==> src/aip_pkg.sv <==
// Package for the ASCII integer literal parser.
// Holds the parser phase and radix types and the character codes.
// It depends on nothing else.
package aip_pkg;

  typedef enum logic [3:0] {
    PH_START  = 4'b0001,
    PH_SIGNED = 4'b0010,
    PH_ZERO   = 4'b0100,
    PH_DIGITS = 4'b1000
  } phase_t;

  typedef enum logic [1:0] {
    RX_DEC = 2'd0,
    RX_HEX = 2'd1,
    RX_BIN = 2'd2,
    RX_OCT = 2'd3
  } radix_t;

  typedef struct packed {
    logic [7:0] char_code;
    logic       last_char;
  } item_t;

  localparam logic [7:0] CH_MINUS = 8'h2D;
  localparam logic [7:0] CH_ZERO  = 8'h30;
  localparam logic [7:0] CH_ONE   = 8'h31;
  localparam logic [7:0] CH_SEVEN = 8'h37;
  localparam logic [7:0] CH_NINE  = 8'h39;
  localparam logic [7:0] CH_LO_A  = 8'h61;
  localparam logic [7:0] CH_LO_F  = 8'h66;
  localparam logic [7:0] CH_UP_A  = 8'h41;
  localparam logic [7:0] CH_UP_F  = 8'h46;
  localparam logic [7:0] CH_LO_X  = 8'h78;
  localparam logic [7:0] CH_UP_X  = 8'h58;
  localparam logic [7:0] CH_LO_B  = 8'h62;
  localparam logic [7:0] CH_UP_B  = 8'h42;

endpackage

==> src/ascii_integer_parser_unit.sv <==
// ASCII integer literal parser: one character per transfer, last_char on the final one.
// Accepts an optional '-', then 0x/0X (hex), 0b/0B (binary), a lone leading 0 (octal),
// or decimal, and gives one result per literal: the value wrapped to VALUE_WIDTH bits,
// or 0 with invalid set if a character was not a digit of the base. The block takes a
// character every cycle unless stalled; a character is held in the input register, and the
// result of a final one is registered into the output register. The input side stalls only
// when a final character meets a full output register that is not being taken.
// Depends on aip_pkg and aip_core.
module ascii_integer_parser_unit #(
  parameter int VALUE_WIDTH = 32
) (
  input  logic                          clk,
  input  logic                          rst,
  input  logic                          in_valid,
  output logic                          in_ready,
  input  logic [7:0]                    char_code,
  input  logic                          last_char,
  output logic                          out_valid,
  input  logic                          out_ready,
  output logic signed [VALUE_WIDTH-1:0] value,
  output logic                          invalid
);

  aip_pkg::item_t                item;
  logic                          item_valid;
  logic                          step;
  logic                          out_free;
  logic signed [VALUE_WIDTH-1:0] res_value;
  logic                          res_invalid;

  assign out_free = !out_valid || out_ready;
  // Characters that end no literal always move on; a final one needs room at the output.
  assign step     = item_valid && (!item.last_char || out_free);
  assign in_ready = !item_valid || step;

  always_ff @(posedge clk) begin
    if (rst) begin
      item_valid <= 1'b0;
    end else if (in_ready) begin
      item_valid <= in_valid;
    end
  end

  always_ff @(posedge clk) begin
    if (in_ready && in_valid) begin
      item.char_code <= char_code;
      item.last_char <= last_char;
    end
  end

  aip_core #(
    .VALUE_WIDTH (VALUE_WIDTH)
  ) u_core (
    .clk         (clk),
    .rst         (rst),
    .step        (step),
    .item        (item),
    .res_value   (res_value),
    .res_invalid (res_invalid)
  );

  always_ff @(posedge clk) begin
    if (rst) begin
      out_valid <= 1'b0;
    end else if (step && item.last_char) begin
      out_valid <= 1'b1;
    end else if (out_ready) begin
      out_valid <= 1'b0;
    end
  end

  always_ff @(posedge clk) begin
    if (step && item.last_char) begin
      value   <= res_value;
      invalid <= res_invalid;
    end
  end

  a_invalid_is_zero : assert property (@(posedge clk) disable iff (rst)
    out_valid && invalid |-> value == '0)
    else $error("invalid result carries a nonzero value");

  a_stall_cause : assert property (@(posedge clk) disable iff (rst)
    !in_ready |-> out_valid && !out_ready && item_valid && item.last_char)
    else $error("input stalled without a blocked final character");

  a_stalled_item_kept : assert property (@(posedge clk) disable iff (rst)
    item_valid && !step |=> item_valid && $stable(item))
    else $error("stalled character lost or changed");

endmodule

==> src/aip_digit.sv <==
// Digit decoder for the ASCII integer literal parser.
// Maps one character to a digit value and checks it against the radix.
// Depends on aip_pkg.
module aip_digit (
  input  logic [7:0]      char_code,
  input  aip_pkg::radix_t radix,
  output logic            digit_ok,
  output logic [3:0]      digit
);

  logic       is_num;
  logic       is_hex_letter;
  logic [7:0] offset;

  always_comb begin
    is_num        = char_code inside {[aip_pkg::CH_ZERO : aip_pkg::CH_NINE]};
    is_hex_letter = char_code inside {[aip_pkg::CH_LO_A : aip_pkg::CH_LO_F],
                                      [aip_pkg::CH_UP_A : aip_pkg::CH_UP_F]};
    if (is_num) begin
      offset = char_code - aip_pkg::CH_ZERO;
    end else begin
      // Letters: the low three bits give 1 for 'a'/'A' through 6 for 'f'/'F'.
      offset = {5'd0, char_code[2:0]} + 8'd9;
    end
    digit = offset[3:0];
    case (radix)
      aip_pkg::RX_HEX: digit_ok = is_num || is_hex_letter;
      aip_pkg::RX_BIN: digit_ok = char_code inside {[aip_pkg::CH_ZERO : aip_pkg::CH_ONE]};
      aip_pkg::RX_OCT: digit_ok = char_code inside {[aip_pkg::CH_ZERO : aip_pkg::CH_SEVEN]};
      default:         digit_ok = is_num;
    endcase
  end

endmodule

==> src/aip_core.sv <==
// Parser state and per-character update for the ASCII integer literal parser.
// Computes the next state and the result of a literal's last character.
// Depends on aip_pkg and aip_digit.
module aip_core #(
  parameter int VALUE_WIDTH = 32
) (
  input  logic                          clk,
  input  logic                          rst,
  input  logic                          step,
  input  aip_pkg::item_t                item,
  output logic signed [VALUE_WIDTH-1:0] res_value,
  output logic                          res_invalid
);

  aip_pkg::phase_t        phase, phase_next;
  aip_pkg::radix_t        radix, radix_next;
  logic                   negative, negative_next;
  logic [VALUE_WIDTH-1:0] accumulator, accumulator_next;
  logic                   bad_digit, bad_digit_next;
  logic                   take;
  logic                   digit_ok;
  logic [3:0]             digit;
  logic [VALUE_WIDTH-1:0] scaled;
  logic [7:0]             ch;

  assign ch = item.char_code;

  always_comb begin
    phase_next    = phase;
    radix_next    = radix;
    negative_next = negative;
    take          = 1'b0;
    case (phase)
      aip_pkg::PH_START: begin
        if (ch == aip_pkg::CH_MINUS) begin
          negative_next = 1'b1;
          phase_next    = aip_pkg::PH_SIGNED;
        end else if (ch == aip_pkg::CH_ZERO) begin
          phase_next = aip_pkg::PH_ZERO;
        end else begin
          radix_next = aip_pkg::RX_DEC;
          phase_next = aip_pkg::PH_DIGITS;
          take       = 1'b1;
        end
      end
      aip_pkg::PH_SIGNED: begin
        if (ch == aip_pkg::CH_ZERO) begin
          phase_next = aip_pkg::PH_ZERO;
        end else begin
          radix_next = aip_pkg::RX_DEC;
          phase_next = aip_pkg::PH_DIGITS;
          take       = 1'b1;
        end
      end
      aip_pkg::PH_ZERO: begin
        phase_next = aip_pkg::PH_DIGITS;
        if (ch == aip_pkg::CH_LO_X || ch == aip_pkg::CH_UP_X) begin
          radix_next = aip_pkg::RX_HEX;
        end else if (ch == aip_pkg::CH_LO_B || ch == aip_pkg::CH_UP_B) begin
          radix_next = aip_pkg::RX_BIN;
        end else begin
          // A lone leading zero followed by anything else means octal.
          radix_next = aip_pkg::RX_OCT;
          take       = 1'b1;
        end
      end
      aip_pkg::PH_DIGITS: take = 1'b1;
      default:            phase_next = aip_pkg::PH_START;
    endcase
  end

  aip_digit u_digit (
    .char_code (ch),
    .radix     (radix_next),
    .digit_ok  (digit_ok),
    .digit     (digit)
  );

  always_comb begin
    case (radix_next)
      aip_pkg::RX_HEX: scaled = accumulator << 4;
      aip_pkg::RX_BIN: scaled = accumulator << 1;
      aip_pkg::RX_OCT: scaled = accumulator << 3;
      default:         scaled = (accumulator << 3) + (accumulator << 1);
    endcase
    accumulator_next = accumulator;
    bad_digit_next   = bad_digit;
    // Once a bad digit is seen, the rest of the literal is ignored.
    if (take && !bad_digit) begin
      if (digit_ok) begin
        accumulator_next = scaled + {{(VALUE_WIDTH-4){1'b0}}, digit};
      end else begin
        bad_digit_next = 1'b1;
      end
    end
    res_invalid = bad_digit_next;
    if (bad_digit_next) begin
      res_value = '0;
    end else if (negative_next) begin
      res_value = -accumulator_next;
    end else begin
      res_value = accumulator_next;
    end
  end

  always_ff @(posedge clk) begin
    if (rst || (step && item.last_char)) begin
      phase       <= aip_pkg::PH_START;
      radix       <= aip_pkg::RX_DEC;
      negative    <= 1'b0;
      accumulator <= '0;
      bad_digit   <= 1'b0;
    end else if (step) begin
      phase       <= phase_next;
      radix       <= radix_next;
      negative    <= negative_next;
      accumulator <= accumulator_next;
      bad_digit   <= bad_digit_next;
    end
  end

endmodule
==> config.mk <==
export PLATFORM = sky130hd
export DESIGN_NAME = ascii_integer_parser_unit
export DESIGN_NICKNAME = d
export VERILOG_FILES = /design/src/aip_pkg.sv /design/src/ascii_integer_parser_unit.sv /design/src/aip_digit.sv /design/src/aip_core.sv
export SDC_FILE = /design/constraint.sdc
export NUM_CORES = 1
export LEC_CHECK = 0
export BUFFER_PORTS_ARGS = -buffer_cell sky130_fd_sc_hd__buf_4
export CELL_PAD_IN_SITES_DETAIL_PLACEMENT = 1
export CELL_PAD_IN_SITES_GLOBAL_PLACEMENT = 2
export CORE_ASPECT_RATIO = 1.2
export CORE_MARGIN = 2
export CORE_UTILIZATION = 41
export CTS_CLUSTER_SIZE = 20
export DETAILED_ROUTE_END_ITERATION = 7
export PLACE_DENSITY = 0.95
export SYNTH_ARGS = -nofsm -noshare
export SYNTH_HDL_FRONTEND = slang
export SYNTH_SLANG_ARGS = --single-unit
export TNS_END_PERCENT = 10
==> constraint.sdc <==
create_clock -name clk -period 16.9 [get_ports clk]
set_input_delay 3.38 -clock clk [delete_from_list [all_inputs] [get_ports clk]]
set_output_delay 3.38 -clock clk [all_outputs]
set_load 0.1 [all_outputs]
==> metrics.txt, run 1 <==
post-route minimum period 7.532 ns; DRC 0; worst setup path class in -> out; max-slew violation count 0; Die Footprint 0.02198 mm2; iteration-0 DRC count of the detailed router 458; global-route wire length before repair 44,350 um; footprint of the multi-input gates 0.006076 mm2; Die Span X 135.7 um; vias per cell 6.293; Fill cells 2,508; status finished clean; number of setup violations in the final report 0; total clock sinks 84; CP startpoint kind input pin; M1 GR Usage 28.22%; Root Buffer clkbuf_16; first drt pass iteration count 5; post-synth cell types between 100 and 150; post-synthesis sequential element count 84; placed standard-cell area 0.009035 mm2; met3 Usage GRT 2.903%; share of the synthesized area in the top cell type 14.78%; EDFF count, synth 42; Resized Gates After CTS 0; DP HPWL 20,550 um; worst hold path type reg -> reg; critical path required time 13.52 ns; WL final 27,310 um; synthesis-to-layout area growth 9.167%; Max Cap Viol 0; syn nets roughly 1,100; delay-heaviest family, CP simple AND/OR/NAND/NOR gates; row cnt 57; largest family of logic cells by synthesized area compound AO/OA/AOI/OAI gates; cell taking the most area after synthesis edfxtp_1; Top cell by count, worst path buf_4; pwr dens 59.15 mW/mm2; largest net degree at the start of global routing 49; crit end category output pin; Post-synth ARST share 0%; core footprint a little over 0.02 mm2; FF-to-FF path depth 21; Fmax achieved between 100 and 150 MHz; Critical Path Stages 4; XOR/XNOR Fraction of Synth Area 5.441%; sequential fraction of the synthesis area between 20% and 30%; Slowest Stage Delay on Critical Path 0.26 ns; initial antenna violation count 0; number of buffers created by CTS 9; CP Cell Sequence buf_4 > nor2b_1 > nand3_1 > buf_4; antenna diode count 0; global route hottest layer met2; Final ANT Viol Nets 0; I/O Buffers 47; CP arrival 4.15 ns; ratio of cells with drive above 1 in the final layout 12.44%; synthesized cell area between 0.008 and 0.009 mm2; Routed WL per cell 20.47 um; Clk Latency, worst-skew pair about 0.36 ns; Ports 48; total number of H-tree levels 3; Initial Utilization 41.97%; Post-Synth Simple-Gate Area 25.52%; Worst Skew 0.01199 ns; Hold Path Stages 2; Rel. slew slack 30.85%; Synth Area in Adders between 5 and 6%; setup tns final 0 ns; Design Area, Final approximately 0.0093 mm2; vias in the first global route 8,603; via count 8,395; CTS Hold Bufs 0; Synth Instances 1,051; maximum vdd drop 0.04825 mV; GRT Util Overall 25.11%; CP Buf/Inv Count 2; cell at the slowest stage of the critical path buf_4; Synth area leaders edfxtp_1, dfxtp_1, nor2_1, ha_1, a21oi_1; final-report hold violation count 0; Reg area ~0.0021 mm2; Avg Cell Area, Syn 8.117 um2; CTS tree built; Worst-Margin Slew a little over 1 ns; # Post-CTS Setup Buffers 0; met2 GRT Util 47.25%; Routability Congestion between 0.8 and 0.9; Compound-Gate Fraction of Synth Area 28.13%; Final #Nets 1,115; die height roughly 160 um; final period utilization 44.57%; crit path max fanout 4; unrepaired setup endpoints after global routing false; synth warn 0; ys flop type edfxtp_1; gr ovfl total 0; Reg clk slew, reported paths 0.07 ns; Max clock buf depth 2; static leakage about 3.4 nW; mux contribution to synthesized area 6.087%
area by class of cell:
type,instances,area share (%)
clock inverters,6,0.5240
multi-input cells,887,65.24
flip-flops and latches,84,22.57
well taps,265,3.560
repair buffers,58,4.676
inverters,24,0.9674
clock buffers,10,2.459
registers in the layout, indices dropped and copies added, names as in the netlist:
register            count
invalid                 1
item                    9
item_valid              1
out_valid               1
u_core.accumulator     32
u_core.bad_digit        1
u_core.negative         1
u_core.phase            4
u_core.radix            2
value                  32
cell usage after synthesis, drive strengths merged (8+ instances only):
| cell | count |
|---|---|
| xnor2 | 23 |
| inv | 24 |
| o21ai | 45 |
| nand4 | 13 |
| nor4 | 12 |
| dfxtp | 42 |
| and2 | 16 |
| and3 | 21 |
| o211ai | 13 |
| nand2 | 86 |
| a21o | 18 |
| edfxtp | 42 |
| o31ai | 9 |
| o21a | 9 |
| clkbuf | 36 |
| mux2 | 12 |
| nor3 | 31 |
| ha | 36 |
| nor2 | 129 |
| and4 | 8 |
| a21oi | 82 |
| or3 | 17 |
| a31oi | 29 |
| nor2b | 12 |
| xor2 | 30 |
| mux2i | 38 |
| buf | 20 |
| a211oi | 32 |
| nand3 | 30 |
placed cells by master, fill, tap and decap left out, types with 9 or more instances in the layout:
| cell type | netlist | routed |
|---|---|---|
| a211oi_1 | 30 | 30 |
| a21o_1 | 17 | 17 |
| a21oi_1 | 81 | 80 |
| a31oi_1 | 27 | 26 |
| and2_1 | 15 | 15 |
| and3_1 | 21 | 21 |
| buf_4 | 2 | 58 |
| clkbuf_16 | 0 | 9 |
| dfxtp_1 | 42 | 42 |
| edfxtp_1 | 42 | 42 |
| ha_1 | 36 | 36 |
| inv_1 | 24 | 24 |
| mux2_2 | 10 | 10 |
| mux2i_1 | 38 | 38 |
| nand2_1 | 85 | 85 |
| nand3_1 | 30 | 30 |
| nand4_1 | 13 | 13 |
| nor2_1 | 128 | 128 |
| nor2b_1 | 12 | 12 |
| nor3_1 | 28 | 28 |
| o211ai_1 | 13 | 13 |
| o21a_1 | 9 | 9 |
| o21ai_0 | 40 | 40 |
| or3_1 | 16 | 16 |
| xnor2_1 | 23 | 23 |
| xor2_1 | 30 | 30 |
metal layers:
layer	up-vias	share of wire, %
met2	179	54
met3	58	3.5
met1	4132	39
li1	4026	-
met4	0	3.5
met5	-	0
power breakdown:
part,leakage (nW),switching [mW],internal [mW]
clock network,0.126,0.0946,0.101
logic,2.49,0.0852,0.0410
registers,0.743,0.00925,0.220
total,3.35,0.189,0.362
path summary, 6_finish.rpt:
check                               start                           end  slack, ns
max reg2reg             item[2]$_DFFE_PP_       value[28]$_SDFFCE_PP0P_      10.80
min reg2reg  u_core.negative$_SDFFE_PP0P_  u_core.negative$_SDFFE_PP0P_       0.48
max                             out_ready                      in_ready       9.37
min          u_core.negative$_SDFFE_PP0P_  u_core.negative$_SDFFE_PP0P_       0.48
stage by stage:
stage	hold slack [ns]	cells	worst slack [ns]	util [%]	power [mW]
floorplan	0.4377	1051	9.162	-	0.3256
global placement	0.4596	1318	9.455	44.45	0.3543
detailed placement	0.4700	1318	9.367	44.45	0.3580
CTS	0.4804	1334	9.363	45.82	0.5514
global route	0.5082	1334	9.272	45.82	0.5693
finish	0.4789	1334	9.368	45.82	0.5508
tightest hold or removal path: cells and delay by family, from the launching register on:
family / cells / cell delay (ns)
buffers and inverters: 1 / 0.06
DFF: 1 / 0.33
AOI/OAI and AO/OA: 1 / 0.05
cell families (layout without fill, tap and decap cells):
logic type | count (synthesis) | count (layout)
DFF | 84 | 84
buffers and inverters | 80 | 98
and+or+nand+nor | 415 | 415
xor gates and xnor gates | 53 | 53
AOI/OAI and AO/OA | 331 | 331
muxes | 50 | 50
adders and majority gates | 38 | 38
No activity file was read; power rests on OpenSTA's default activity.
==> run 2, diff against run 1 <==
Settings changed: CORE_UTILIZATION 41 to 38, PLACE_DENSITY 0.95 to 0.89.
Clock period 16.9 ns to 7 ns, I/O delays scaled along.
==> run 2 against run 1 <==
Effect of this change: clock-buffer cell count up 1; design area rose by 0.55%; critical path depth rose by 16; die area rose by 7.7%; power is 140% higher; combinational power up 140%; flip-flop and latch count unchanged; largest power group unchanged; highest routed layer unchanged.
==> metrics.txt, run 2 (synthesized netlist as in run 1, its figures left out) <==
final-report hold violation count 0; # Post-CTS Setup Buffers 0; Critical R2R Launch item[1]$_DFFE_PP_; pwr dens around 140 mW/mm2; Initial Utilization 38.39%; Die Span X 140.8 um; Clk Latency, worst-skew pair between 0.3 and 0.4 ns; post-route setup slack 1.112 ns; Routed WL per cell approximately 20 um; total clock sinks 84; row cnt 60; Ports 48; global-route wire length before repair 45,150 um; delay-heaviest family, CP compound AO/OA/AOI/OAI gates; Resized Gates After CTS 0; hold path startpoint u_core.negative$_SDFFE_PP0P_; Reg2Reg Setup Slack 1.11 ns; post-route minimum period 5.888 ns; Total Power 1.340 mW; CP Cell Sequence inv_1 > ha_1 > nand4b_1 > o21a_1 > a311o_2 > nand3_1 > o21ai_0 > ha_1 > a21oi_1 > a21oi_1 > a32oi_1 > nor2_1 > nand3_1 > or3_1 > a31oi_2 > o2111a_2 > and4_1 > nand4_1 > o21ai_1 > mux2_1; antenna diode count 0; largest net degree at the start of global routing 41; static leakage approximately 3.4 nW; Rel. slew slack 29.74%; core footprint ~0.022 mm2; CTS tree built; Worst Setup SP item[1]$_DFFE_PP_; CP arrival between 5 and 6 ns; crit path max fanout 28; biggest regs u_core.accumulator: 32 flops, value: 32 flops, item: 9 flops; status finished clean; ratio of cells with drive above 1 in the final layout 12.69%; maximum vdd drop 0.1073 mV; setup tns final 0 ns; critical path required time 7.10 ns; die height between 150 and 200 um; commonest non-fill, non-tap cell in the layout nor2_1; Reg clk slew, reported paths 0.07 ns; Max Cap Viol 0; number of buffers created by CTS 9; via count around 8,300; synthesis-to-layout area growth 9.768%; Design Area, Final 0.009364 mm2; vias in the first global route 8,547; Final ANT Viol Nets 0; Routability Congestion 0.8736; worst hold path type reg -> reg; Fmax achieved 169.8 MHz; Final #Nets ~1,100; cell at the slowest stage of the critical path a311o_2; Die Footprint 0.02367 mm2; final period utilization 84.11%; Root Buffer clkbuf_16; initial antenna violation count 0; unrepaired setup endpoints after global routing false; vias per cell 6.177; placed standard-cell area 0.009075 mm2; iteration-0 DRC count of the detailed router 457; Worst-Margin Slew 1.049 ns; crit end category flip-flop; CTS Hold Bufs 0; I/O Buffers 47; max-slew violation count 0; WL final between 20,000 and 30,000 um; most frequent cells in the layout nor2_1, nand2_1, a21oi_1; gr ovfl total 0; total number of H-tree levels 3; DP HPWL 21,360 um; Worst Skew 0.009304 ns; worst setup path class reg -> reg; number of setup violations in the final report 0; Max clock buf depth 2; first drt pass iteration count 5; Slowest Stage Delay on Critical Path 0.65 ns; DRC 0; dpl ws between 1 and 1.5 ns; CP Buf/Inv Count 1; CP startpoint kind flip-flop; GRT Util Overall 23.67%
## run 2: changes by cell type in the layout (fill, tap and decap cells not counted), sizes merged
| cell | change |
|---|---|
| inv | -2 |
| clkbuf | +1 |
| clkinv | +3 |
| clkinvlp | -2 |
| buf | +3 |
## run 2: where the power goes
group / internal, mW / total [mW] / switching (mW)
Clock: 0.263 / 0.482 / 0.220
Sequential: 0.530 / 0.552 / 0.0220
Combinational: 0.0992 / 0.305 / 0.206
Total: 0.892 / 1.34 / 0.447
## run 2: area by class of cell
type	count	area, um2
Sequential cell	84	2102
Tap cell	279	349.1
Timing Repair Buffer	61	457.9
Fill cell	2726	12860
Multi-Input combinational cell	887	6076
Clock buffer	11	254.0
Clock inverter	5	35.03
Inverter	24	90.09
## run 2: final timing paths
path                                                      to  cells after the start
worst max-delay path                 value[28]$_SDFFCE_PP0P_                     20
worst min-delay path            u_core.negative$_SDFFE_PP0P_                      2
worst max register to register       value[28]$_SDFFCE_PP0P_                     20
worst min register to register  u_core.negative$_SDFFE_PP0P_                      2
## run 2: worst min-delay path, delay by kind of cell (launching register included)
| kind | cells | cell delay [ns] |
|---|---|---|
| flip-flops | 1 | 0.33 |
| AO/OA/AOI/OAI | 1 | 0.05 |
| buffers and inverters | 1 | 0.06 |
## run 2: routing by layer
layer / track usage, % / part of all wire (%) / vias to the layer above
met3: 3.470 / 2.7 / 70
li1: - / - / 4019
met4: 9.304 / 3.5 / 0
met2: 44.75 / 53 / 147
met1: 26.48 / 40 / 4109
met5: 0 / 0 / -
## run 2: stage by stage
stage	util, %	hold WS (ns)	cells
6_report	42.14	0.4856	1351
5_1_grt	42.14	0.5160	1351
4_1_cts	42.14	0.4844	1351
3_5_place_dp	40.84	0.4715	1335
3_3_place_gp	40.84	0.4610	1335
2_1_floorplan	-	0.4377	1051
